--- src/sv/ufar_pkg.sv ---
package ufar_pkg;

  localparam int unsigned BURST_LEN = 6;
  localparam int unsigned CNT_W     = 3;

  localparam logic [7:0] CH_SPACE = 8'h20;
  localparam logic [7:0] CH_PCT   = 8'h25;
  localparam logic [7:0] CH_AMP   = 8'h26;
  localparam logic [7:0] CH_PLUS  = 8'h2b;
  localparam logic [7:0] CH_TWO   = 8'h32;
  localparam logic [7:0] CH_FIVE  = 8'h35;
  localparam logic [7:0] CH_SEMI  = 8'h3b;
  localparam logic [7:0] CH_EQ    = 8'h3d;
  localparam logic [7:0] CH_QUEST = 8'h3f;

  typedef struct packed {
    logic [BURST_LEN-1:0][7:0] data;
    logic [CNT_W-1:0]          cnt;
    logic                      last;
  } burst_t;

  typedef struct packed {
    logic [2:0][7:0] data;
    logic [1:0]      cnt;
  } raw_t;

  function automatic logic is_safe(input logic [7:0] b);
    return (b == 8'h21) || (b == 8'h24) ||
           (b >= 8'h28 && b <= 8'h2a) || (b >= 8'h2c && b <= 8'h3a) ||
           (b >= 8'h41 && b <= 8'h5a) || (b == 8'h5f) ||
           (b >= 8'h61 && b <= 8'h7a) || (b == 8'h7c) || (b == 8'h7e);
  endfunction

  function automatic logic [3:0] hex_value(input logic [7:0] b);
    logic [7:0] v;
    v = 8'h00;
    if (b >= 8'h30 && b <= 8'h39) begin
      v = b - 8'h30;
    end else if (b >= 8'h41 && b <= 8'h46) begin
      v = b - 8'h37;
    end else if (b >= 8'h61 && b <= 8'h66) begin
      v = b - 8'h57;
    end
    return v[3:0];
  endfunction

  function automatic logic [7:0] upper_ascii(input logic [7:0] b);
    if (b >= 8'h61 && b <= 8'h7a) begin
      return b - 8'h20;
    end
    return b;
  endfunction

  // uppercase hex digit character
  function automatic logic [7:0] hex_char(input logic [3:0] n);
    if (n < 4'd10) begin
      return 8'h30 + {4'h0, n};
    end
    return 8'h37 + {4'h0, n};
  endfunction

  function automatic raw_t recode_raw(input logic [7:0] b);
    raw_t r;
    r = '0;
    if (is_safe(b) || b == CH_AMP || b == CH_EQ || b == CH_SEMI ||
        b == CH_PLUS || b == CH_QUEST) begin
      r.data[0] = b;
      r.cnt     = 2'd1;
    end else if (b == CH_SPACE) begin
      r.data[0] = CH_PLUS;
      r.cnt     = 2'd1;
    end else begin
      r.data[0] = CH_PCT;
      r.data[1] = hex_char(b[7:4]);
      r.data[2] = hex_char(b[3:0]);
      r.cnt     = 2'd3;
    end
    return r;
  endfunction

endpackage

--- src/sv/ufar_recode.sv ---
module ufar_recode (
  input  logic              clk,
  input  logic              rst,
  input  logic              step,
  input  logic [7:0]        in_byte,
  input  logic              in_last,
  output ufar_pkg::burst_t  burst
);

  typedef enum logic [2:0] {
    PH_IDLE  = 3'b001,
    PH_PCT   = 3'b010,
    PH_DIGIT = 3'b100
  } phase_t;

  phase_t          phase;
  phase_t          phase_next;
  logic [7:0]      held_digit;
  ufar_pkg::raw_t  raw;
  logic [7:0]      val;

  always_comb begin
    raw        = ufar_pkg::recode_raw(in_byte);
    val        = {ufar_pkg::hex_value(held_digit), ufar_pkg::hex_value(in_byte)};
    burst      = '0;
    burst.last = in_last;
    phase_next = PH_IDLE;
    unique case (phase)
      PH_PCT: begin
        if (in_last) begin
          // lone percent near the end: %25 then the final byte as raw
          burst.data = {raw.data, ufar_pkg::CH_FIVE, ufar_pkg::CH_TWO, ufar_pkg::CH_PCT};
          burst.cnt  = 3'd3 + {1'b0, raw.cnt};
        end else begin
          phase_next = PH_DIGIT;
        end
      end
      PH_DIGIT: begin
        if (ufar_pkg::is_safe(val)) begin
          burst.data[0] = val;
          burst.cnt     = 3'd1;
        end else if (val == ufar_pkg::CH_SPACE) begin
          burst.data[0] = ufar_pkg::CH_PLUS;
          burst.cnt     = 3'd1;
        end else begin
          burst.data[0] = ufar_pkg::CH_PCT;
          burst.data[1] = ufar_pkg::upper_ascii(held_digit);
          burst.data[2] = ufar_pkg::upper_ascii(in_byte);
          burst.cnt     = 3'd3;
        end
      end
      default: begin
        if (in_byte == ufar_pkg::CH_PCT && !in_last) begin
          phase_next = PH_PCT;
        end else begin
          burst.data[2:0] = raw.data;
          burst.cnt       = {1'b0, raw.cnt};
        end
      end
    endcase
    if (in_last) begin
      phase_next = PH_IDLE;
    end
  end

  always_ff @(posedge clk) begin
    if (rst) begin
      phase <= PH_IDLE;
    end else if (step) begin
      phase <= phase_next;
    end
  end

  always_ff @(posedge clk) begin
    if (step && phase == PH_PCT && !in_last) begin
      held_digit <= in_byte;
    end
  end

endmodule

--- src/sv/ufar_obuf.sv ---
module ufar_obuf (
  input  logic              clk,
  input  logic              rst,
  input  logic              load,
  input  ufar_pkg::burst_t  burst,
  input  logic              out_stall,
  output logic              out_valid,
  output logic [7:0]        out_byte,
  output logic              out_last,
  output logic              ready
);

  logic [ufar_pkg::BURST_LEN-1:0][7:0] data;
  logic [ufar_pkg::CNT_W-1:0]          cnt;
  logic                                last;
  logic                                pop;

  assign out_valid = (cnt != '0);
  assign out_byte  = data[0];
  assign out_last  = last && (cnt == ufar_pkg::CNT_W'(1));
  assign pop       = out_valid && !out_stall;
  // free now, or the last word leaves this cycle
  assign ready     = (cnt == '0) || ((cnt == ufar_pkg::CNT_W'(1)) && !out_stall);

  always_ff @(posedge clk) begin
    if (rst) begin
      cnt <= '0;
    end else if (load) begin
      cnt <= burst.cnt;
    end else if (pop) begin
      cnt <= cnt - ufar_pkg::CNT_W'(1);
    end
  end

  always_ff @(posedge clk) begin
    if (load) begin
      data <= burst.data;
      last <= burst.last;
    end else if (pop) begin
      data <= {8'h00, data[ufar_pkg::BURST_LEN-1:1]};
    end
  end

endmodule

--- src/sv/url_form_args_recoder.sv ---
// Recodes a form/URL-argument string to normalized percent-encoding, one byte
// in and one byte out per word. An input byte is registered, then recoded in
// one pass into a burst of zero to six output bytes that a shift buffer hands
// out one per cycle while out_stall is low; a byte goes through the input
// register, then the shift buffer. A new input word is taken every cycle
// while each yields at most one output byte and out_stall is low; a word that
// expands to k bytes holds the single-byte output port until all k have left.
// Bytes of a pending %XX escape give no output until it resolves.
module url_form_args_recoder (
  input  logic       clk,
  input  logic       rst,
  input  logic       in_valid,
  output logic       in_stall,
  input  logic [7:0] in_byte,
  input  logic       in_last,
  output logic       out_valid,
  input  logic       out_stall,
  output logic [7:0] out_byte,
  output logic       out_last
);

  logic             in_full;
  logic [7:0]       byte_r;
  logic             last_r;
  logic             load;
  logic             buf_ready;
  logic             accept;
  ufar_pkg::burst_t burst;

  assign load     = in_full && buf_ready;
  assign in_stall = in_full && !buf_ready;
  assign accept   = in_valid && !in_stall;

  always_ff @(posedge clk) begin
    if (rst) begin
      in_full <= 1'b0;
    end else if (accept) begin
      in_full <= 1'b1;
    end else if (load) begin
      in_full <= 1'b0;
    end
  end

  always_ff @(posedge clk) begin
    if (accept) begin
      byte_r <= in_byte;
      last_r <= in_last;
    end
  end

  ufar_recode u_recode (
    .clk     (clk),
    .rst     (rst),
    .step    (load),
    .in_byte (byte_r),
    .in_last (last_r),
    .burst   (burst)
  );

  ufar_obuf u_obuf (
    .clk       (clk),
    .rst       (rst),
    .load      (load),
    .burst     (burst),
    .out_stall (out_stall),
    .out_valid (out_valid),
    .out_byte  (out_byte),
    .out_last  (out_last),
    .ready     (buf_ready)
  );

endmodule

--- config.mk ---
export PLATFORM = sky130hd
export DESIGN_NAME = url_form_args_recoder
export DESIGN_NICKNAME = d
export VERILOG_FILES = /design/src/sv/ufar_pkg.sv /design/src/sv/ufar_recode.sv /design/src/sv/ufar_obuf.sv /design/src/sv/url_form_args_recoder.sv
export SDC_FILE = /design/constraint.sdc
export NUM_CORES = 1
export LEC_CHECK = 0
export ABC_AREA = 1
export BUFFER_PORTS_ARGS = -buffer_cell sky130_fd_sc_hd__buf_2
export CORE_ASPECT_RATIO = 1.75
export CORE_MARGIN = 4
export CORE_UTILIZATION = 55
export CTS_CLUSTER_DIAMETER = 150
export CTS_CLUSTER_SIZE = 28
export DETAILED_ROUTE_END_ITERATION = 12
export PLACE_DENSITY = 0.72
export SLEW_MARGIN = 20
export SYNTH_ARGS = -nofsm -noshare
export SYNTH_HDL_FRONTEND = slang
export SYNTH_HIERARCHICAL = 1
export SYNTH_SLANG_ARGS = --single-unit
--- constraint.sdc ---
create_clock -name clk -period 6.3 [get_ports clk]
set_input_delay 0.315 -clock clk [delete_from_list [all_inputs] [get_ports clk]]
set_output_delay 0.315 -clock clk [all_outputs]
set_load 0.02 [all_outputs]
; ---- Word-level counts from Yosys, hierarchy flattened
; Index checks and enable logic that the tools add are counted.
[word_totals]
register_bits = 73
latchBits = 0
mem_bits_rw = 0
romBits = 0
input_bits = 13
elab_cells = 180
n_memories = 0
[op_classes]
n_addsub = 14
multipliers = 0
n_div = 0
n_lt_le_gt_ge = 29
eq_ne = 21
n_shift = 0
n_mux = 49
bitwise_logic = 0
n_reduce_logical = 54
[op_table]
columns = cell, count
row1 = 8-bit by 6-bit == test with 1-bit output (second input constant), 12
row2 = 48-bit 2-to-1 mux, 2
row3 = 8-bit by 7-bit less-or-equal comparator with 1-bit output (second input constant), 9
row4 = 16-bit 2-to-1 mux, 4
row5 = 8-bit 2-to-1 mux, 8
row6 = 27-bit one-hot mux with 2 select lines, 1
row7 = 51-bit 2-to-1 mux, 1
row8 = 8-bit by 7-bit == test with 1-bit output (second input constant), 6
row9 = 8-bit by 6-bit greater-or-equal comparator with 1-bit output (second input constant), 6
row10 = 8-bit by 7-bit greater-or-equal comparator with 1-bit output (second input constant), 6
row11 = 8-bit by 6-bit less-or-equal comparator with 1-bit output (second input constant), 6
row12 = 6-bit by 4-bit adder with 7-bit output (first input constant), 4
row13 = 27-bit 2-to-1 mux, 1
row14 = 1-bit logical AND, 24
row15 = 24-bit 2-to-1 mux, 1
row16 = 4-bit 2-to-1 mux, 6
row17 = 1-bit logical OR, 22
row18 = 1-bit 2-to-1 mux, 16
row19 = 4-bit by 3-bit subtractor with 4-bit output (second input constant), 4
row20 = 8-bit by 6-bit subtractor with 8-bit output (second input constant), 2
row21 = 11-bit 2-to-1 mux, 1
row22 = 10-bit 2-to-1 mux, 1
row23 = 3-bit 2-to-1 mux, 3
row24 = 4-bit < comparator (second input constant), 2
row25 = other kinds (14), 19

; ---- Logic depth before layout (Yosys ltp)
; Gate-level depths: netlist of run 1.
[logic_depth]
word_depth = 21
depth_mapped = 27
ltp_nobuf = 25

; ---- By module
; The synthesis of run 1 kept the hierarchy.
[modules_own_cells]
columns = module, instances, cells_per_inst, area_per_inst_um2
row1 = ufar_recode, 1, 458, 2681.3
row2 = ufar_obuf, 1, 239, 2399.8
row3 = url_form_args_recoder, 1, 18, 326.6

; ---- Least setup slack after synthesis of run 1
; No wires, ideal clock.
[synth_path]
path_kind = reg-to-reg
startpoint = register byte_r[5]
endpoint = register u_obuf/data[10] (netlist bit), data pin
arrival_time_ns = 2.479
required_ns = 6.048
setup_slack_ns = 3.569
stages_incl_launch_ff = 25
n_path_buf = 1
period_less_slack_ns = 2.731
path_cell_list = edfxtp_1 -> inv_1 -> ha_1 -> nor2_2 -> nor2_1 -> nand2_1 -> nand2_4 -> nand2_4 -> nand2_2 -> nand2_2 -> nand2_1 -> nand2_1 -> nand2_1 -> inv_2 -> nor2_1 -> nand2_1 -> nand2_1 -> nand2_1 -> nand2_4 -> inv_4 -> buf_12 -> nand3_2 -> nand2_1 -> nand2_1 -> nand2_1
[synth_lines]
columns = item, line_no
row1 = from (decl), url_form_args_recoder.sv:23  ; logic [7:0] byte_r;
row2 = from (signal assigned), url_form_args_recoder.sv:46  ; byte_r <= in_byte;
row3 = to (signal assigned), ufar_obuf.sv:37  ; data <= burst.data;
row4 = to (signal assigned), ufar_obuf.sv:40  ; data <= {8'h00, data[ufar_pkg::BURST_LEN-1:1]};
row5 = to (decl), ufar_obuf.sv:13  ; logic [ufar_pkg::BURST_LEN-1:0][7:0] data;

==> flow_summary.json, run 1 <==
{
  "yosysSeqAreaShare_pct": 39.2,
  "p_comb_share_pct": 33.8,
  "stdcell_count": 849,
  "hold_end": "byte_r[5]",
  "p_per_area_nw_per_um2": 365,
  "cts.clk_slew.worst_paths_ps": 60,
  "fp.dieW_um": 83.0,
  "finClkSkew_ps": 6.23,
  "synthTopCellsByArea": "edfxtp_1, nand2_1, ha_1",
  "drt_iter0_markers": 408,
  "cts_root_buf": "clkbuf_16",
  "port_buffers": 23,
  "power_frac_seq_pct": 41.3,
  "synth_cells": 715,
  "multiInputGateArea_um2": 2720,
  "synth_top_cells_by_count": "nand2_1, edfxtp_1, inv_1",
  "netlist_area_um2": 5410,
  "synthFlopType": "edfxtp_1",
  "cts_buffers": 9,
  "fin_nets": 759,
  "status": "finished clean",
  "synth_most_common_cell": "nand2_1",
  "final.fill_count": 903,
  "ir_worst_vdd_v": 0.000295,
  "gr-total-overflow": 0,
  "wl_per_cell_um": 16.4,
  "cts_tree": "done",
  "drtAntennaViolNets": 0,
  "ys_warn_count": 6,
  "dpl.hpwl_um": 10200,
  "drive_gt1_share_pct": 15.3,
  "fin_crit_sh_pct": 55.6,
  "reg2reg_depth": 22,
  "vias": 4669,
  "antenna_found_initial": 0,
  "worstReg2RegStart": "byte_r[5]",
  "report.final.slew_viol_count": 0,
  "hold_path_depth": 1,
  "relSlewSlack_pct": 37.9,
  "setup_viol": 0,
  "cp.required_ps": 6570,
  "initial_core_util_pct": 56.8,
  "antenna_cells": 0,
  "hold_start": "in_byte[5]",
  "gp_congestion": 0.974,
  "syn_to_final_growth_pct": 6.06,
  "slowest_delay_ps": 600,
  "p_clk_share_pct": 25.0,
  "post_cts_buffers": 0,
  "dp_slack_ps": 2900,
  "p_total_mw": 2.09,
  "fin_ws_ps": 2800,
  "start_kind": "flip-flop",
  "ys_ff_latch": 73,
  "netlist-cell-type-count": 46,
  "cp_max_fo": 11,
  "holdBufCountCts": 0,
  "clock_sinks": 73,
  "end_kind": "flip-flop",
  "cp_cell_sequence": "inv_1 -> ha_1 -> inv_1 -> nor2_1 -> nand2_1 -> nand2_1 -> nand2_4 -> nand2_4 -> nand2_4 -> a21oi_1 -> nand3_1 -> nand2_1 -> nor2_1 -> nand2_1 -> nand2_1 -> nand2_1 -> nand4_1 -> nand3_1 -> nand2_1 -> o21ai_0 -> nand2_1 -> a21oi_1",
  "cp_num_buf_inv": 2,
  "netlist.area_leader.share_pct": 36.6,
  "grt_setup_unrepaired": "no",
  "wl_um": 14000,
  "drc": 0,
  "worst_slew_pin_slew_ps": 927,
  "cts_resized": 0,
  "crit_arrival_ps": 3780,
  "cp_top_family": "simple AND/OR/NAND/NOR gates",
  "synth_edf_count": 66,
  "ios": 24,
  "max-clock-path-buffers": 2,
  "dieArea_um2": 11500,
  "placed_cells": 833,
  "ys_async_sr_fraction_pct": 0,
  "clk_latency_ps": 340,
  "switching_share_pct": 37.9,
  "std_cell_rows": 47,
  "grt_max_degree": 58,
  "p_leak_nw": 2.67,
  "switching_power_mw": 0.793,
  "grt_pass1_wl_um": 22500,
  "crit_slowest_cell": "edfxtp_1",
  "drv_cap": 0,
  "timing.rr.end": "u_obuf/cnt[1]",
  "syn_avg_cell_area_um2": 7.56,
  "grt_util_all_layers_pct": 24.3,
  "vias_per_cell": 5.50,
  "timing.final.hold_violations": 0,
  "criticalPathCategory": "flip-flop to flip-flop",
  "post-route-min-period_ps": 3500,
  "grt_pass1_vias": 4618,
  "r2r_slack_ps": 2800,
  "htreeDepth": 3,
  "internal_power_mw": 1.30,
  "seq_area_um2": 2120,
  "yosysTopAreaCell": "edfxtp_1",
  "crit_path_frequent_cell": "nand2_1",
  "fp.dieH_um": 139,
  "finalSetupTns_ps": 0,
  "min_path_type": "primary input to flip-flop",
  "first_pass_iters": 5,
  "coreArea_um2": 9530,
  "fmax_mhz": 285
}
-- registers in the layout (all words and copies together), names as in the netlist, 3 cells and up --
name                 count
u_obuf/data             40
byte_r                   8
u_obuf/out_byte          8
u_recode/held_digit      8
u_obuf/cnt               3
u_recode/phase           3
-- how the worst max path moves through the flow --
stage / cells past startpoint / slack [ps] / startpoint / endpoint
after floorplan: 24 / 3570 / byte_r[5] / u_obuf/data[10]
after global placement: 22 / 2900 / byte_r[5] / u_obuf/cnt[1]
after detailed placement: 22 / 2900 / byte_r[5] / u_obuf/cnt[1]
after CTS: 22 / 2850 / byte_r[5] / u_obuf/cnt[1]
after global routing: 22 / 2590 / byte_r[5] / u_obuf/cnt[1]
final: 22 / 2800 / byte_r[5] / u_obuf/cnt[1]
-- layout by cell type (no fill, tap or decap), types with 11 or more instances in the layout --
cell      count
a21oi_1      21
buf_2        23
edfxtp_1     66
ha_1         24
inv_1        65
inv_2        12
nand2_1     256
nand2_2      13
nand3_1      41
nand3_2      16
nor2_1       63
nor3_1       11
o21ai_0      25
-- through the flow --
stage	hold WS [ps]	area, um^2	utilization (%)
after floorplan	384	5420	-
after global placement	478	5430	57.0
after detailed placement	476	5430	57.0
after CTS	144	5740	60.2
after global routing	149	5740	60.2
final	150	5740	60.2
-- power groups by stage --
stage          registers [mW]  clock network [mW]  logic [mW]
2_1_floorplan           0.840                   0       0.609
3_3_place_gp            0.867                   0       0.696
3_5_place_dp            0.874                   0       0.705
4_1_cts                 0.865               0.530       0.709
5_1_grt                 0.879               0.550       0.796
6_report                0.863               0.523       0.706
-- final cells by class --
| type | instances | share of cell area (%) |
|---|---|---|
| clock buffer | 9 | 3.93 |
| clock inverter | 7 | 1.37 |
| inverter | 79 | 5.34 |
| multi-input combinational | 534 | 47.4 |
| sequential | 73 | 37.0 |
| tap | 122 | 2.66 |
| timing repair buffer | 25 | 2.27 |
-- logic make-up (layout without fill, tap and decap cells) --
logic type,Yosys count,after routing,synth area share (%)
xor+xnor,3,3,0.486
compound gates,67,67,7.08
simple gates,436,436,36.8
buf+inv,111,120,10.8
other cells,1,4,0.0693
fa+ha+maj,24,24,5.55
flops,73,73,39.2
-- per-layer routing --
layer / share of wire (%) / vias up / GRT usage [%]
li1: - / 2308 / -
met1: 39 / 2131 / 27.9
met2: 51 / 176 / 42.1
met3: 5.1 / 54 / 3.69
met4: 5.3 / 0 / 14.5
met5: 0 / - / 0
No activity file was read; power rests on OpenSTA's default activity.
==> inputs of run 2 (changes only) <==
ABC_AREA = 0   (was 1)
PLACE_DENSITY = 0.75   (was 0.72)
clock period = 3.16 ns   (was 6.3 ns; I/O delays follow)
==> run 2 against run 1 <==
Effect of this change:
- the flow now finishes with violations (negative setup slack)
- highest routed layer unchanged
- die area is 5.5% lower
- routed wire length increased by 0.29%
- sequential share of layout area shrank 4.3 points
==> flow_summary.json, run 2 <==
{
  "syn_avg_cell_area_um2": 10.1,
  "finalSetupTns_ps": -11000,
  "worst_slew_pin_slew_ps": 771,
  "violations": "negative setup slack",
  "yosysTopAreaCell": "edfxtp_1",
  "max-clock-path-buffers": 2,
  "wl_um": 14000,
  "fin_area_um2": 6500,
  "ys_ff_latch": 73,
  "synth_edf_count": 66,
  "multiInputGateArea_um2": 2870,
  "htreeDepth": 3,
  "vias": 4441,
  "setup_viol": 24,
  "fin_ws_ps": -572,
  "syn_to_final_growth_pct": 27.8,
  "clk_latency_ps": 340,
  "drc": 0,
  "fin_util_pct": 71.9,
  "final.fill_count": 671,
  "status": "complete, but fails checks",
  "netlist-cell-type-count": 75,
  "seq_area_um2": 2120,
  "synth_top_cells_by_count": "edfxtp_1, nor2_1, mux2_2",
  "timing.final.hold_violations": 0,
  "cts_buffers": 9,
  "cts.clk_slew.worst_paths_ps": 60,
  "start_kind": "flip-flop",
  "grt_util_all_layers_pct": 27.2,
  "port_buffers": 23,
  "cts_tree": "done",
  "place_area_um2": 5950,
  "p_leak_nw": 2.59,
  "fin_nets": 647,
  "netlist_area_um2": 5080,
  "antenna_cells": 0,
  "final_cell_mix": "buf_4, edfxtp_1, nor2_1, nand2_1, mux2_2",
  "drv_cap": 0,
  "grt_max_degree": 51,
  "antenna_found_initial": 0,
  "ios": 24,
  "synthTopCellsByArea": "edfxtp_1, mux2_2, ha_1",
  "synthFlopType": "edfxtp_1",
  "cp.required_ps": 3250,
  "fin_crit_sh_pct": 118,
  "reg2reg_depth": 11,
  "cp_max_fo": 4,
  "gp_congestion": 0.904,
  "ys_async_sr_fraction_pct": 0,
  "synth_most_common_cell": "edfxtp_1",
  "p_per_area_nw_per_um2": 679,
  "layout.cells.most_common": "buf_4",
  "top_register": "u_obuf/data",
  "synth_cells": 502,
  "post-route-min-period_ps": 3730,
  "wl_per_cell_um": 19.0,
  "drtAntennaViolNets": 0,
  "relSlewSlack_pct": 48.4,
  "grt_pass1_vias": 4536,
  "grt_setup_unrepaired": "yes",
  "report.final.slew_viol_count": 0,
  "dpl.hpwl_um": 10200,
  "ys_warn_count": 6,
  "gr-total-overflow": 0,
  "coreArea_um2": 9040,
  "hold_path_depth": 2,
  "yosysSeqAreaShare_pct": 41.7,
  "ir_worst_vdd_v": 0.000926,
  "min_path_type": "primary input to flip-flop",
  "fp.dieW_um": 80.7,
  "end_kind": "flip-flop",
  "clock_sinks": 73,
  "initial_core_util_pct": 56.3,
  "criticalPathCategory": "flip-flop to flip-flop",
  "std_cell_rows": 46,
  "finClkSkew_ps": 6.86,
  "first_pass_iters": 6,
  "fp.dieH_um": 135,
  "grt_pass1_wl_um": 22500,
  "dieArea_um2": 10900,
  "drt_iter0_markers": 320,
  "netlist.area_leader.share_pct": 39.0,
  "largest_reg_flops": 40,
  "cts_root_buf": "clkbuf_16",
  "crit_arrival_ps": 3820,
  "vias_per_cell": 6.04,
  "whs_ps": 65.4,
  "drive_gt1_share_pct": 36.1,
  "fmax_mhz": 268
}
## run 2: cell count changes after synthesis, moves of 16 or more
cell | previous run | this run
nor2_1 | 63 | 41
inv_1 | 65 | 26
nand2_1 | 256 | 35
nand3_1 | 41 | 11
clkbuf_1 | 1 | 19
nand3_2 | 16 | 0
mux2_2 | 0 | 40
## run 2: cells by family after synthesis
| family | Yosys count | share of synthesized area [%] |
|---|---|---|
| simple gates | 158 | 17.0 |
| compound gates | 132 | 18.9 |
| flops | 73 | 41.7 |
| buf+inv | 68 | 6.40 |
| mux | 43 | 9.45 |
| fa+ha+maj | 24 | 5.91 |
| xor+xnor | 3 | 0.517 |
| other cells | 1 | 0.0738 |
## run 2: per-stage QoR
stage	setup slack (ps)	total power, mW	cells
finish	-572	4.41	735
global route	-664	4.64	735
CTS	-579	4.38	733
detailed placement	-740	3.41	704
global placement	-640	3.33	704
floorplan	-683	2.96	505
## run 2: final timing paths
check                                from                  to  slack (ps)
worst max-delay path            byte_r[0]  u_obuf/out_byte[2]        -570
worst min-delay path             in_valid             in_full          70
worst max register to register  byte_r[0]  u_obuf/out_byte[2]        -570
worst min register to register     last_r         u_obuf/last         540
## run 2: worst max-delay path, cell delays in order (launching register included)
cell and delay (ps):
edfxtp_1 500, ha_4 220, or4_4 520, a211o_1 270
a32oi_2 210, a2bb2oi_2 90, or3_1 310, a32o_2 250
a211oi_4 300, a211oi_2 70, or4b_1 480, mux2_4 270
## run 2: repair_timing
item,4_1_cts,5_1_grt
endpoints found under the setup margin,24,39
setup buffers,5,0
pin swaps,7,8
gates cloned,1,0
endpoints found under the hold margin,7,2
hold buffers,7,2
resized for setup,19,12
## run 2: cell type report
type	instances	area share [%]
clock inverters	7	0.693
clock buffers	9	3.47
inverters	27	1.60
well taps	120	2.31
multi-input cells	365	44.2
flip-flops and latches	73	32.7
repair buffers	134	15.1
## run 2: per-layer routing
layer | track usage (%) | vias to the layer above | routed length [um] | share of wire (%)
met3 | 4.99 | 73 | 734 | 5.2
met1 | 28.5 | 2094 | 4940 | 35
met5 | 0 | - | 0 | 0
li1 | - | 2086 | - | -
met4 | 15.5 | 0 | 806 | 5.8
met2 | 49.5 | 188 | 7520 | 54
## run 2: where the power goes
part           switching (mW)  total (mW)  internal [mW]
clock                   0.399       0.927          0.528
combinational           0.963        1.74          0.775
sequential              0.129        1.75           1.62
total                    1.49        4.41           2.92
==> inputs of run 3 (changes only) <==
PLACE_DENSITY = 0.73   (was 0.75)
clock period = 4.3 ns   (was 3.16 ns; I/O delays follow)
==> run 3 against run 2 <==
Effect of this change:
- the flow now finishes without violations
- register-to-register slack improved by 870 ps
- largest power group unchanged
- critical path type unchanged
- count of clock-buffer cells in the layout unchanged
- die area stayed put
- worst hold slack worse by 17 ps
- clock power is 15% lower
- global-route usage decreased by 1.6 points
- cell count decreased by 13%
- power shrank 28%
- highest routed layer unchanged
- non-clock buffer count fell by 91
==> flow_summary.json, run 3 (synthesis gave the netlist of run 2 again) <==
{
  "fin_ws_ps": 300,
  "whs_ps": 48.8,
  "fin_util_pct": 62.1,
  "slowest_delay_ps": 520,
  "dpl.hpwl_um": 9830,
  "r2r_slack_ps": 300,
  "max-clock-path-buffers": 2,
  "vias": 4037,
  "cts_tree": "done",
  "top_register": "u_obuf/data",
  "grt_max_degree": 55,
  "syn_to_final_growth_pct": 10.5,
  "finClkSkew_ps": 5.39,
  "place_area_um2": 5300,
  "criticalPathCategory": "flip-flop to flip-flop",
  "start_kind": "flip-flop",
  "end_kind": "flip-flop",
  "dp_slack_ps": 250,
  "cts_buffers": 9,
  "finalSetupTns_ps": 0,
  "p_per_area_nw_per_um2": 566,
  "fp.dieH_um": 135,
  "layout.cells.most_common": "edfxtp_1",
  "placed_cells": 627,
  "antenna_cells": 0,
  "reg2reg_depth": 13,
  "clock_sinks": 73,
  "cts_root_buf": "clkbuf_16",
  "drt_iter0_markers": 426,
  "worstReg2RegStart": "byte_r[0]",
  "grt_pass1_vias": 4106,
  "holdBufCountCts": 0,
  "grt_util_all_layers_pct": 25.6,
  "std_cell_rows": 46,
  "min_path_type": "primary input to flip-flop",
  "relSlewSlack_pct": 34.9,
  "largest_reg_flops": 40,
  "drc": 0,
  "hold_path_depth": 1,
  "ir_worst_vdd_v": 0.000441,
  "wl_per_cell_um": 20.4,
  "timing.rr.end": "u_obuf/out_byte[2]",
  "grt_setup_unrepaired": "no",
  "timing.final.hold_violations": 0,
  "fp.dieW_um": 80.7,
  "cp_max_fo": 9,
  "fmax_mhz": 250,
  "stdcell_count": 643,
  "coreArea_um2": 9040,
  "grt_pass1_wl_um": 21000,
  "clk_latency_ps": 340,
  "drv_cap": 0,
  "setup_viol": 0,
  "worst_slew_pin_slew_ps": 973,
  "port_buffers": 23,
  "gr-total-overflow": 0,
  "report.final.slew_viol_count": 0,
  "p_total_mw": 3.18,
  "fin_area_um2": 5620,
  "gp_congestion": 0.943,
  "htreeDepth": 3,
  "fin_crit_sh_pct": 93.0,
  "cts.clk_slew.worst_paths_ps": 60,
  "drtAntennaViolNets": 0,
  "p_leak_nw": 2.09,
  "crit_arrival_ps": 4100,
  "dieArea_um2": 10900,
  "initial_core_util_pct": 56.3,
  "crit_slowest_cell": "edfxtp_1",
  "antenna_found_initial": 0,
  "vias_per_cell": 6.28,
  "post-route-min-period_ps": 4000,
  "cp_cell_sequence": "inv_1 -> ha_1 -> buf_4 -> o21bai_1 -> o22ai_1 -> a22oi_1 -> a2bb2oi_2 -> or3_1 -> a32o_1 -> a211oi_4 -> a211oi_1 -> or4b_1 -> mux2_2",
  "fin_nets": 555,
  "ios": 24,
  "hold_start": "in_byte[1]",
  "final_cell_mix": "edfxtp_1, nor2_1, mux2_2, nand2_1, inv_1",
  "wl_um": 13100,
  "cp.required_ps": 4400,
  "hold_end": "byte_r[1]",
  "first_pass_iters": 7,
  "drive_gt1_share_pct": 22.2,
  "status": "finished clean",
  "final.fill_count": 762
}
## run 3: what timing repair did
item,4_1_cts,5_1_grt
setup buffers,0,0
gates resized for setup,0,1
endpoints found under the setup margin,0,7
## run 3: layer usage
layer	share of wire (%)	GRT usage, %
met4	4.7	12.9
met3	6.2	6.06
met2	54	45.6
met5	0	0
met1	35	27.8
## run 3: report_power, final
group,leakage (nW),total (mW),switching (mW),internal (mW)
Combinational,1.26,1.11,0.659,0.448
Clock,0.146,0.784,0.323,0.461
Sequential,0.692,1.29,0.100,1.19
## run 3: how the worst max path moves through the flow
| stage | start | end | slack (ps) |
|---|---|---|---|
| finish | byte_r[0] | u_obuf/out_byte[2] | 300 |
| global route | byte_r[0] | u_obuf/out_byte[2] | 3 |
| CTS | byte_r[5] | u_obuf/data[20] | 230 |
| detailed placement | byte_r[5] | u_obuf/data[20] | 250 |
| global placement | byte_r[5] | u_obuf/data[9] | 440 |
| floorplan | byte_r[0] | u_obuf/out_byte[2] | 70 |
## run 3: layout make-up
type | instances | area (um^2) | area share, %
clock buffers | 9 | 225 | 4.01
clock inverters | 7 | 85.1 | 1.52
inverters | 27 | 101 | 1.80
multi-input cells | 364 | 2670 | 47.5
flip-flops and latches | 73 | 2120 | 37.8
well taps | 120 | 150 | 2.67
repair buffers | 43 | 265 | 4.72
## run 3: critical path, delay by kind of cell (launching register included)
kind	cells	cell delay [ps]
simple gates	2	820
fa+ha+maj	1	220
compound gates	7	1650
flops	1	520
buf+inv	2	270
mux	1	270
